[src/rtl/gbb_pkg.sv]
// Shared types, codes and reset constants for the glyph bitmap blitter.
// Used by every module in rtl/; depends on nothing.
`default_nettype none

package gbb_pkg;

    localparam int FB_WIDTH_DEF  = 320;
    localparam int FB_HEIGHT_DEF = 240;
    localparam int QUEUE_DEPTH   = 4;

    localparam int PIX_ADDR_W = 17;
    localparam int COLOR_W    = 16;

    // Item function codes.
    localparam logic [1:0] FUNC_BEGIN   = 2'd0;
    localparam logic [1:0] FUNC_BYTE    = 2'd1;
    localparam logic [1:0] FUNC_RETURN  = 2'd2;
    localparam logic [1:0] FUNC_MISSING = 2'd3;

    // Configuration register indexes.
    localparam logic [1:0] REG_PIXEL_COLOR    = 2'd0;
    localparam logic [1:0] REG_BACKSPACE_STEP = 2'd1;
    localparam logic [1:0] REG_LINE_ADVANCE   = 2'd2;
    localparam logic [1:0] REG_LEFT_MARGIN    = 2'd3;

    localparam logic [15:0] PIXEL_COLOR_RST    = 16'hFFFF;
    localparam logic [7:0]  BACKSPACE_STEP_RST = 8'd12;
    localparam logic [7:0]  LINE_ADVANCE_RST   = 8'd32;
    localparam logic [7:0]  LEFT_MARGIN_RST    = 8'd8;
    localparam logic [15:0] CURSOR_RST         = 16'd8;

    // One expanded byte: in-range set bits (MSB is leftmost pixel) and the
    // frame buffer address of the leftmost pixel.
    typedef struct packed {
        logic [7:0]            mask;
        logic [PIX_ADDR_W-1:0] base;
    } t_job;

endpackage

`default_nettype wire

[src/rtl/gbb_front.sv]
// Front end: takes items, keeps the cursor and glyph counters, and turns each
// drawable bitmap byte into a job for the queue. Depends on gbb_pkg.
`default_nettype none

module gbb_front
    import gbb_pkg::*;
#(
    parameter int FB_WIDTH  = FB_WIDTH_DEF,
    parameter int FB_HEIGHT = FB_HEIGHT_DEF
) (
    input  wire logic       i_clk,
    input  wire logic       i_rst_n,
    input  wire logic       i_accept,
    input  wire logic [1:0] i_func,
    input  wire logic [7:0] i_glyph_width,
    input  wire logic [7:0] i_glyph_height,
    input  wire logic [7:0] i_bitmap_byte,
    input  wire logic [7:0] i_backspace_step,
    input  wire logic [7:0] i_line_advance,
    input  wire logic [7:0] i_left_margin,
    output logic            o_job_push,
    output t_job            o_job
);

    localparam int BASE_W = 18 + $clog2(FB_WIDTH);
    localparam logic [BASE_W-1:0] FB_W_B  = BASE_W'(FB_WIDTH);
    localparam logic [BASE_W-1:0] LIMIT_B = BASE_W'(FB_WIDTH * FB_HEIGHT);
    localparam logic [15:0] HALF_W        = 16'(FB_WIDTH / 2);
    localparam logic signed [17:0] FB_H_S = 18'(FB_HEIGHT);

    logic [15:0]       r_cursor_x, r_cursor_y;
    logic [BASE_W-1:0] r_row_base;
    logic [7:0]        r_glyph_cols, r_glyph_rows, r_row_index;
    logic [5:0]        r_byte_in_row;
    logic              r_draw_enable;

    logic signed [17:0] guard;
    logic               blocked;
    logic [BASE_W-1:0]  byte_base;
    logic [BASE_W-1:0]  begin_base;
    logic [5:0]         bytes_per_row;
    logic [5:0]         n_byte_in_row;
    logic [7:0]         n_row_index;
    logic               row_done;
    logic [7:0]         mask;

    assign guard         = FB_H_S - $signed({10'b0, i_line_advance});
    assign blocked       = $signed({2'b00, r_cursor_y}) > guard;
    assign begin_base    = BASE_W'(r_cursor_y) * FB_W_B + BASE_W'(r_cursor_x);
    assign byte_base     = r_row_base + BASE_W'({r_byte_in_row, 3'b000});
    assign bytes_per_row = 6'(({1'b0, r_glyph_cols} + 9'd7) >> 3);
    assign n_byte_in_row = r_byte_in_row + 6'd1;
    assign n_row_index   = r_row_index + 8'd1;
    assign row_done      = n_byte_in_row >= bytes_per_row;

    // Addresses rise from the MSB toward the LSB, so each bit is checked on its own.
    always_comb begin
        for (int b = 0; b < 8; b++) begin
            mask[7-b] = i_bitmap_byte[7-b] && ((byte_base + BASE_W'(b)) < LIMIT_B);
        end
    end

    assign o_job_push = i_accept && (i_func == FUNC_BYTE) && r_draw_enable && (mask != 8'd0);
    assign o_job.mask = mask;
    assign o_job.base = byte_base[PIX_ADDR_W-1:0];

    always_ff @(posedge i_clk) begin
        if (!i_rst_n) begin
            r_cursor_x    <= CURSOR_RST;
            r_cursor_y    <= CURSOR_RST;
            r_row_base    <= '0;
            r_glyph_cols  <= 8'd0;
            r_glyph_rows  <= 8'd0;
            r_row_index   <= 8'd0;
            r_byte_in_row <= 6'd0;
            r_draw_enable <= 1'b0;
        end else if (i_accept) begin
            unique case (i_func)
                FUNC_BEGIN: begin
                    if (blocked) begin
                        r_draw_enable <= 1'b0;
                    end else begin
                        r_glyph_cols  <= i_glyph_width;
                        r_glyph_rows  <= i_glyph_height;
                        r_row_base    <= begin_base;
                        r_row_index   <= 8'd0;
                        r_byte_in_row <= 6'd0;
                        r_draw_enable <= (i_glyph_width != 8'd0) && (i_glyph_height != 8'd0);
                    end
                end
                FUNC_BYTE: begin
                    if (r_draw_enable) begin
                        if (row_done) begin
                            r_byte_in_row <= 6'd0;
                            r_row_index   <= n_row_index;
                            r_row_base    <= r_row_base + FB_W_B;
                            if (n_row_index >= r_glyph_rows) begin
                                r_draw_enable <= 1'b0;
                            end
                        end else begin
                            r_byte_in_row <= n_byte_in_row;
                        end
                    end
                end
                FUNC_RETURN: begin
                    if (r_cursor_x < HALF_W) begin
                        r_cursor_x <= r_cursor_x + HALF_W;
                    end else begin
                        r_cursor_x <= {8'b0, i_left_margin};
                        r_cursor_y <= r_cursor_y + {8'b0, i_line_advance};
                    end
                end
                FUNC_MISSING: begin
                    r_cursor_x <= r_cursor_x - {8'b0, i_backspace_step};
                end
                default: begin
                end
            endcase
        end
    end

endmodule

`default_nettype wire

[src/rtl/gbb_queue.sv]
// Short job queue between the front end and the pixel writer.
// Depends on gbb_pkg for the job type.
`default_nettype none

module gbb_queue
    import gbb_pkg::*;
#(
    parameter int DEPTH = QUEUE_DEPTH
) (
    input  wire logic i_clk,
    input  wire logic i_rst_n,
    input  wire logic i_push,
    input  t_job      i_job,
    output logic      o_full,
    input  wire logic i_pop,
    output logic      o_empty,
    output t_job      o_job
);

    localparam int PTR_W = (DEPTH > 1) ? $clog2(DEPTH) : 1;
    localparam int CNT_W = $clog2(DEPTH + 1);
    localparam logic [PTR_W-1:0] LAST_PTR = PTR_W'(DEPTH - 1);
    localparam logic [CNT_W-1:0] DEPTH_C  = CNT_W'(DEPTH);

    t_job             r_mem [DEPTH];
    logic [PTR_W-1:0] r_wr_ptr, r_rd_ptr;
    logic [CNT_W-1:0] r_count;

    assign o_full  = r_count == DEPTH_C;
    assign o_empty = r_count == '0;
    assign o_job   = r_mem[r_rd_ptr];

    always_ff @(posedge i_clk) begin
        if (i_push) begin
            r_mem[r_wr_ptr] <= i_job;
        end
    end

    always_ff @(posedge i_clk) begin
        if (!i_rst_n) begin
            r_wr_ptr <= '0;
            r_rd_ptr <= '0;
            r_count  <= '0;
        end else begin
            if (i_push) begin
                r_wr_ptr <= (r_wr_ptr == LAST_PTR) ? '0 : r_wr_ptr + PTR_W'(1);
            end
            if (i_pop) begin
                r_rd_ptr <= (r_rd_ptr == LAST_PTR) ? '0 : r_rd_ptr + PTR_W'(1);
            end
            if (i_push && !i_pop) begin
                r_count <= r_count + CNT_W'(1);
            end else if (!i_push && i_pop) begin
                r_count <= r_count - CNT_W'(1);
            end
        end
    end

`ifndef NO_ASSERTIONS
    a_count_bound: assert property (@(posedge i_clk) disable iff (!i_rst_n)
        r_count <= DEPTH_C)
        else $error("job queue holds more entries than its depth");
    a_count_grows: assert property (@(posedge i_clk) disable iff (!i_rst_n)
        (i_push && !i_pop) |=> (r_count == $past(r_count) + CNT_W'(1)))
        else $error("job queue count did not follow a lone push");
`endif

endmodule

`default_nettype wire

[src/rtl/gbb_back.sv]
// Back end: walks the set bits of each job MSB first and writes one pixel
// per cycle into the output register while it is free or popped. Depends on gbb_pkg.
`default_nettype none

module gbb_back
    import gbb_pkg::*;
(
    input  wire logic                  i_clk,
    input  wire logic                  i_rst_n,
    input  wire logic                  i_q_empty,
    input  t_job                       i_q_job,
    output logic                       o_q_pop,
    input  wire logic [COLOR_W-1:0]    i_pixel_color,
    input  wire logic                  i_pop,
    output logic                       o_empty,
    output logic [PIX_ADDR_W-1:0]      o_pixel_address,
    output logic [COLOR_W-1:0]         o_pixel_value,
    output logic                       o_last
);

    logic [7:0]            r_mask;
    logic [PIX_ADDR_W-1:0] r_base;
    logic                  r_out_valid;
    logic [PIX_ADDR_W-1:0] r_out_addr;
    logic [COLOR_W-1:0]    r_out_value;
    logic                  r_out_last;

    logic       job_valid, out_free, advance, job_load, found;
    logic [2:0] lead_idx;
    logic [7:0] rest;

    always_comb begin
        lead_idx = 3'd0;
        found    = 1'b0;
        for (int b = 0; b < 8; b++) begin
            if (!found && r_mask[7-b]) begin
                lead_idx = 3'(b);
                found    = 1'b1;
            end
        end
    end

    assign rest      = r_mask & ~(8'h80 >> lead_idx);
    assign job_valid = r_mask != 8'd0;
    assign out_free  = !r_out_valid || i_pop;
    assign advance   = job_valid && out_free;
    assign job_load  = !i_q_empty && (!job_valid || (advance && (rest == 8'd0)));
    assign o_q_pop   = job_load;

    always_ff @(posedge i_clk) begin
        if (!i_rst_n) begin
            r_mask <= 8'd0;
        end else if (job_load) begin
            r_mask <= i_q_job.mask;
        end else if (advance) begin
            r_mask <= rest;
        end
    end

    always_ff @(posedge i_clk) begin
        if (job_load) begin
            r_base <= i_q_job.base;
        end
    end

    always_ff @(posedge i_clk) begin
        if (!i_rst_n) begin
            r_out_valid <= 1'b0;
        end else if (advance) begin
            r_out_valid <= 1'b1;
        end else if (i_pop) begin
            r_out_valid <= 1'b0;
        end
    end

    always_ff @(posedge i_clk) begin
        if (advance) begin
            r_out_addr  <= r_base + PIX_ADDR_W'(lead_idx);
            r_out_value <= i_pixel_color;
            r_out_last  <= rest == 8'd0;
        end
    end

    assign o_empty         = !r_out_valid;
    assign o_pixel_address = r_out_addr;
    assign o_pixel_value   = r_out_value;
    assign o_last          = r_out_last;

`ifndef NO_ASSERTIONS
    a_more_to_come: assert property (@(posedge i_clk) disable iff (!i_rst_n)
        (r_out_valid && !r_out_last) |-> job_valid)
        else $error("non-final pixel shown but its byte has no bits left");
    a_write_lands: assert property (@(posedge i_clk) disable iff (!i_rst_n)
        advance |=> r_out_valid)
        else $error("pixel write was lost on its way to the output register");
`endif

endmodule

`default_nettype wire

[src/rtl/glyph_bitmap_blitter.sv]
// Glyph bitmap blitter: a bitmap byte goes from the job queue to the writer's
// mask register and then to its output register. The front end takes one item
// per cycle while the queue is not full; the writer emits one write per cycle
// while popped; n in-range set bits (up to 8) give n writes, and the queue absorbs bursts.
// Reset is synchronous (i_rst_n low): cursor to (8,8), no glyph active,
// registers to defaults, queue and output empty. No memory clearing is needed.
`default_nettype none

module glyph_bitmap_blitter
    import gbb_pkg::*;
#(
    parameter int FB_WIDTH  = FB_WIDTH_DEF,
    parameter int FB_HEIGHT = FB_HEIGHT_DEF
) (
    input  wire logic                   i_clk,
    input  wire logic                   i_rst_n,
    // Item side: behaves as the write end of a queue.
    input  wire logic                   push,
    output logic                        full,
    input  wire logic [1:0]             i_func,
    input  wire logic [7:0]             i_glyph_width,
    input  wire logic [7:0]             i_glyph_height,
    input  wire logic [7:0]             i_bitmap_byte,
    // Result side: behaves as the read end of a queue.
    output logic                        empty,
    input  wire logic                   pop,
    output logic [PIX_ADDR_W-1:0]       o_pixel_address,
    output logic [COLOR_W-1:0]          o_pixel_value,
    output logic                        o_last,
    // Register port.
    input  wire logic                   psel,
    input  wire logic                   penable,
    input  wire logic                   pwrite,
    input  wire logic [3:0]             paddr,
    input  wire logic [31:0]            pwdata,
    output logic [31:0]                 prdata,
    output logic                        pready
);

    // Configuration registers. The user must change them only while the block
    // is idle; the block does not enforce this, and the pipeline reads them directly.
    logic [15:0] r_pixel_color;
    logic [7:0]  r_backspace_step;
    logic [7:0]  r_line_advance;
    logic [7:0]  r_left_margin;

    logic       cfg_write;
    logic [1:0] reg_index;

    logic in_accept;
    logic job_push, q_full, q_empty, q_pop;
    t_job job_in, job_out;

    assign pready    = 1'b1;
    assign reg_index = paddr[3:2];
    assign cfg_write = psel && penable && pwrite && pready;

    always_ff @(posedge i_clk) begin
        if (!i_rst_n) begin
            r_pixel_color    <= PIXEL_COLOR_RST;
            r_backspace_step <= BACKSPACE_STEP_RST;
            r_line_advance   <= LINE_ADVANCE_RST;
            r_left_margin    <= LEFT_MARGIN_RST;
        end else if (cfg_write) begin
            unique case (reg_index)
                REG_PIXEL_COLOR:    r_pixel_color    <= pwdata[15:0];
                REG_BACKSPACE_STEP: r_backspace_step <= pwdata[7:0];
                REG_LINE_ADVANCE:   r_line_advance   <= pwdata[7:0];
                REG_LEFT_MARGIN:    r_left_margin    <= pwdata[7:0];
                default: begin
                end
            endcase
        end
    end

    always_comb begin
        unique case (reg_index)
            REG_PIXEL_COLOR:    prdata = {16'b0, r_pixel_color};
            REG_BACKSPACE_STEP: prdata = {24'b0, r_backspace_step};
            REG_LINE_ADVANCE:   prdata = {24'b0, r_line_advance};
            REG_LEFT_MARGIN:    prdata = {24'b0, r_left_margin};
            default:            prdata = 32'd0;
        endcase
    end

    // Every item waits for queue space, which keeps item order simple; items
    // that draw nothing just update the cursor or glyph state.
    assign full      = q_full;
    assign in_accept = push && !q_full;

    gbb_front #(
        .FB_WIDTH  (FB_WIDTH),
        .FB_HEIGHT (FB_HEIGHT)
    ) u_front (
        .i_clk            (i_clk),
        .i_rst_n          (i_rst_n),
        .i_accept         (in_accept),
        .i_func           (i_func),
        .i_glyph_width    (i_glyph_width),
        .i_glyph_height   (i_glyph_height),
        .i_bitmap_byte    (i_bitmap_byte),
        .i_backspace_step (r_backspace_step),
        .i_line_advance   (r_line_advance),
        .i_left_margin    (r_left_margin),
        .o_job_push       (job_push),
        .o_job            (job_in)
    );

    gbb_queue #(
        .DEPTH (QUEUE_DEPTH)
    ) u_queue (
        .i_clk   (i_clk),
        .i_rst_n (i_rst_n),
        .i_push  (job_push),
        .i_job   (job_in),
        .o_full  (q_full),
        .i_pop   (q_pop),
        .o_empty (q_empty),
        .o_job   (job_out)
    );

    // The writer's output register is the result queue head; it refills in
    // the same cycle it is popped, so writes stream at one per cycle while jobs are waiting.
    gbb_back u_back (
        .i_clk           (i_clk),
        .i_rst_n         (i_rst_n),
        .i_q_empty       (q_empty),
        .i_q_job         (job_out),
        .o_q_pop         (q_pop),
        .i_pixel_color   (r_pixel_color),
        .i_pop           (pop),
        .o_empty         (empty),
        .o_pixel_address (o_pixel_address),
        .o_pixel_value   (o_pixel_value),
        .o_last          (o_last)
    );

endmodule

`default_nettype wire

[config.mk]
export PLATFORM = sky130hd
export DESIGN_NAME = glyph_bitmap_blitter
export DESIGN_NICKNAME = d
export VERILOG_FILES = /design/src/rtl/gbb_pkg.sv /design/src/rtl/gbb_front.sv /design/src/rtl/gbb_queue.sv /design/src/rtl/gbb_back.sv /design/src/rtl/glyph_bitmap_blitter.sv
export SDC_FILE = /design/constraint.sdc
export NUM_CORES = 1
export LEC_CHECK = 0
export BUFFER_PORTS_ARGS = -buffer_cell sky130_fd_sc_hd__buf_2
export CAP_MARGIN = 20
export CELL_PAD_IN_SITES_DETAIL_PLACEMENT = 1
export CELL_PAD_IN_SITES_GLOBAL_PLACEMENT = 1
export CORE_UTILIZATION = 40
export CTS_BUF_LIST = sky130_fd_sc_hd__clkbuf_8
export DETAILED_ROUTE_END_ITERATION = 6
export PLACE_DENSITY_LB_ADDON = 0.1
export SYNTH_ARGS = -nofsm -noshare
export SYNTH_HDL_FRONTEND = slang
export SYNTH_SLANG_ARGS = --single-unit
[constraint.sdc]
create_clock -name i_clk -period 6.39 [get_ports i_clk]
set_clock_uncertainty 0.15 [all_clocks]
set_input_delay 1.917 -clock i_clk [delete_from_list [all_inputs] [get_ports i_clk]]
set_output_delay 1.917 -clock i_clk [all_outputs]
set_load 0.005 [all_outputs]
### Word level (Yosys, flattened, before mapping)

Memory sizes are Yosys's and may differ from the RTL's. A register that Yosys moved wholly into a read port is not among the register bits.
Cells that the tools add are included.

| word-level totals | value |
|---|---|
| word-level logic and storage cells | 185 |
| flip-flop bits (word level) | 197 |
| memories | 1 |
| bits of input ports | 69 |
| bits in writable memories | 100 |

Memories:

| name | words | width | read ports | clocked after Yosys merged registers in | write ports | RTL line | RTL |
|---|---|---|---|---|---|---|---|
| u_queue.r_mem | 4 | 25 | 1 | 1 | 1 | gbb_queue.sv:25 | `t_job r_mem [DEPTH];` |

| cells by class | value |
|---|---|
| $mul | 1 |
| eq/ne operators | 12 |
| shift operators | 1 |
| reduce and logical (&&, ||, !) cells | 65 |
| bitwise gates (word level) | 4 |
| multiplexer cells | 46 |
| magnitude comparators | 12 |
| add/sub/neg operators | 22 |

Operator list:

| cell | number |
|---|---|
| $lt A27 B17 Y1 const B | 8 |
| $pmux W32 S4 | 1 |
| $add A27 B3 Y27 const B | 4 |
| $mux W27 | 3 |
| $add A27 B2 Y27 const B | 2 |
| $pmux W27 S2 | 1 |
| $mux W8 | 5 |
| $pmux W16 S2 | 1 |
| $reduce_bool A8 Y1 | 4 |
| $add A27 B1 Y27 const B | 1 |
| $add A27 B9 Y27 | 1 |
| $add A27 B9 Y27 const B | 1 |
| $logic_and A1 B1 Y1 | 27 |
| $add A25 B16 Y26 | 1 |
| $mul A16 B3 Y19 const B | 1 |
| $gt A17 B18 Y1 | 1 |
| $mux W3 | 6 |
| $mux W6 | 3 |
| $add A17 B3 Y17 | 1 |
| $add A16 B8 Y16 | 1 |
| $add A16 B8 Y16 const B | 1 |
| $lt A16 B8 Y1 const B | 1 |
| $mux W1 | 16 |
| $mux W16 | 1 |
| 33 further kinds | 71 |

### Longest topological paths before layout

| depth | value |
|---|---|
| word-level depth | 32 |
| depth in mapped cells | 23 |
| depth with buffers taken out | 21 |

### By module

Synthesis repeated with hierarchy kept, for this count alone.

| unflattened totals | value |
|---|---|
| cell total of the unflattened synthesis | 2020 |
| area total of the unflattened synthesis | 19253.5 µm² |

By module, submodules not included:

| module | area each (µm²) | instances | sequential area each (µm²) | cells an instance |
|---|---|---|---|---|
| gbb_front | 10686.5 | 1 | 1801.7 | 1465 |
| gbb_queue | 4108.9 | 1 | 3183.1 | 175 |
| gbb_back | 2452.4 | 1 | 1711.6 | 175 |
| glyph_bitmap_blitter | 2005.7 | 1 | 800.8 | 205 |

### Worst setup path after synthesis

Ideal clock, no wire load.

| timing path | value |
|---|---|
| path kind | register -> register |
| start point | reg u_front.r_byte_in_row[0] |
| end point | reg u_queue.r_count[2] |
| cell stages (with the launch flop) | 21 |
| path slack | 683 ps |
| buffers on the path | 0 |
| arrival | 5481 ps |
| period minus slack after synthesis | 5707 ps |
| cell sequence | dfxtp_1 ha_1 inv_1 fa_1 and2b_1 o2111ai_1 a311oi_2 o21ai_1 or4_1 nor4_2 mux2i_1 or4b_4 nor4b_4 nor4_1 a31oi_2 ha_1 inv_1 fa_1 xor2_1 or3_1 a21boi_0 |

RTL lines:

| element | RTL line | RTL |
|---|---|---|
| start: declaration | gbb_front.sv:34 | `logic [5:0] r_byte_in_row;` |
| start signal: assignment | gbb_front.sv:101 | `r_byte_in_row <= n_byte_in_row;` |
| end signal: assignment | gbb_queue.sv:52 | `r_count <= r_count + CNT_W'(1);` |
| end signal: assignment | gbb_queue.sv:54 | `r_count <= r_count - CNT_W'(1);` |
| end: declaration | gbb_queue.sv:27 | `logic [CNT_W-1:0] r_count;` |

==> results.json <==
{
  "cts_buffers": 54,
  "grt_pass1_wl_um": 99000,
  "r2r_cells": 22,
  "setup_viol": 0,
  "ys_seq_area_share_pct": 38.5,
  "drive_gt1_share_pct": 16.7,
  "startpoint_type": "flop",
  "fin_crit_ps": 6120,
  "peakVddDrop_v": 0.000158,
  "synth.distinct_cells": 106,
  "dr.first_iter.drc_count": 991,
  "whs_path_depth": 0,
  "maxCapViolations": 0,
  "fin_util_pct": 46.8,
  "portBuffers": 102,
  "syn2layout_area_growth_pct": 14.9,
  "grt_max_degree": 103,
  "status": "complete, no violations",
  "p_leak_uw": 0.00866,
  "h-tree-depth": 2,
  "die_height_um": 223,
  "wirelength_um": 62600,
  "synth_edf_count": 151,
  "cts_tree": "done",
  "avgSynthCellArea_sq_um": 9.42,
  "rows": 80,
  "crit_type": "flop to flop",
  "rsz0062_at_grt": "no",
  "timing.fmax_ghz": 0.163,
  "min_period_over_period_pct": 95.8,
  "ys_warn_count": 0,
  "dieArea_sq_um": 49600,
  "dp_hpwl_um": 47800,
  "relSlewSlack_pct": 28.5,
  "ctsHoldBuffers": 0,
  "ys_ff_latch": 299,
  "cp_max_fo": 11,
  "hp-class": "flop to flop",
  "cts_sinks": 299,
  "drc": 0,
  "design.core.area_sq_um": 47800,
  "die_x_um": 223,
  "io_pins": 138,
  "drt.antenna.violating_nets": 0,
  "path_clk_slew_ps": 60,
  "root_buffer": "clkbuf_8",
  "clk_latency_ps": 640,
  "async_flop_share_pct": 0,
  "wl_per_cell_um": 21.6,
  "mostFrequentLayoutCell": "nand2_1",
  "grt_pass1_vias": 17254,
  "drtPass1Iterations": 5,
  "syn_inst": 2066,
  "via_per_inst": 5.77,
  "gp_congestion": 0.913,
  "cp_data_required_time_ps": 6780,
  "antenna_found_initial": 2,
  "cts.path.max_buffers": 3,
  "worst_pin_slew_ps": 1070,
  "dp.cells": 2801,
  "synth_flop_cell": "edfxtp_1",
  "critPathArrivalTime_ps": 6510,
  "nets": 2425,
  "vias": 16756,
  "fin_cells": 2903,
  "track_usage_pct": 25.3,
  "power.density_nw_per_um2": 263,
  "finalHoldViolations": 0,
  "slew_violations": 0,
  "cp-end-kind": "flop",
  "final_cell_mix": "nand2_1 (190), edfxtp_1 (151), dfxtp_1 (148)",
  "grt_overflow": 0,
  "setup_tns_ps": 0,
  "synth_area_sq_um": 19500,
  "start_util_pct": 40.7
}
Yosys cell counts (28+ instances only):
cell      instances  area [sq um]
a21boi_0         46           345
a21oi_1         101           505
a31oi_1          30           188
and2_1           44           275
and3_1           28           175
clkbuf_1         72           270
dfxtp_1         148          2960
edfxtp_1        151          4530
ha_1            104          1300
inv_1            84           315
mux2i_1          36           360
mux4_2           33           743
nand2_1         190           713
nand3_1         102           510
nand4_1          47           294
nor2_1          111           417
nor2b_1          71           444
nor3_1           59           295
o21ai_0          97           485
xnor2_1          92           806
xor2_1           35           307
worst max-delay path: stages (launching register included):
cell and delay [ps]:
dfxtp_1 320, ha_1 240, inv_1 90, fa_1 200
and2b_2 270, o21a_1 230, o311ai_2 330, buf_4 280
nand4_1 420, nor4_1 690, xnor2_1 110, o21ai_0 160
nor4bb_1 510, and4_1 340, a41oi_1 120, a31oi_2 190
buf_4 170, ha_1 160, inv_1 50, fa_1 370
xor2_1 160, or3_1 300, a21boi_0 170
state kept, by name (all words and copies together) (netlist names), 16 cells and up, named ones only:
name / cells
u_front.r_cursor_x: 16
u_back.o_pixel_address: 17
u_queue.r_mem: 100
u_back.o_pixel_value: 16
u_front.r_row_base: 27
u_front.r_cursor_y: 16
u_back.r_base: 17
r_pixel_color: 16
where the power goes:
part | internal [uW] | switching, uW
logic | 647 | 964
registers | 2370 | 155
clock network | 932 | 812
total | 3950 | 1930
timing repair:
action / CTS / global route
hold endpoints to repair: 0 / 0
setup buffers: 0 / 2
gates resized for setup: 0 / 12
endpoints found under the setup margin: 0 / 1
metal layers:
| layer | up-vias | track usage [%] | part of all wire (%) |
|---|---|---|---|
| li1 | 7985 | - | - |
| met3 | 67 | 4.22 | 4.4 |
| met1 | 8369 | 35.4 | 48 |
| met2 | 333 | 40.9 | 46 |
| met4 | 2 | 5.58 | 1.6 |
| met5 | - | 0 | 0.016 |
path summary, 6_finish.rpt:
| path | from | to | slack (ps) |
|---|---|---|---|
| setup / recovery | u_front.r_row_base[3]$_SDFFE_PN0P_ | u_queue.r_count[2]$_SDFFE_PN0P_ | 270 |
| hold / removal | r_pixel_color[12]$_SDFFE_PN1P_ | u_back.o_pixel_value[12]$_DFFE_PP_ | 300 |
| hold reg to reg | r_pixel_color[12]$_SDFFE_PN1P_ | u_back.o_pixel_value[12]$_DFFE_PP_ | 300 |
| setup reg to reg | u_front.r_row_base[3]$_SDFFE_PN0P_ | u_queue.r_count[2]$_SDFFE_PN0P_ | 270 |
cell families (layout without fill, tap and decap cells):
| logic type | count (synthesis) | after routing | synth area share (%) |
|---|---|---|---|
| muxes | 70 | 70 | 5.73 |
| and+or+nand+nor | 774 | 774 | 21.1 |
| buffers and inverters | 201 | 407 | 4.33 |
| DFF | 299 | 299 | 38.5 |
| other | 2 | 18 | 0.0386 |
| adders and majority gates | 113 | 113 | 7.51 |
| xor gates and xnor gates | 130 | 130 | 6.05 |
| AOI/OAI and AO/OA | 477 | 477 | 16.8 |
cell type report:
class                           instances  area, sq um
Fill cell                            5494        25500
Multi-Input combinational cell       1581        11300
Sequential cell                       299         7500
Timing Repair Buffer                  219         1450
Clock buffer                           66          908
Tap cell                              615          769
Inverter                               90          339
Clock inverter                         32          151
Antenna cell                            1         2.50
stage by stage:
stage	hold slack [ps]	worst slack, ps	total power (uW)	area (sq um)
after floorplan	272	683	3610	19500
after global placement	281	402	4130	21200
after detailed placement	292	322	4190	21200
after CTS	306	266	5960	22300
after global routing	324	1.93	6220	22400
final	302	265	5880	22400
Note: power is estimated with default switching activity, not from simulation.
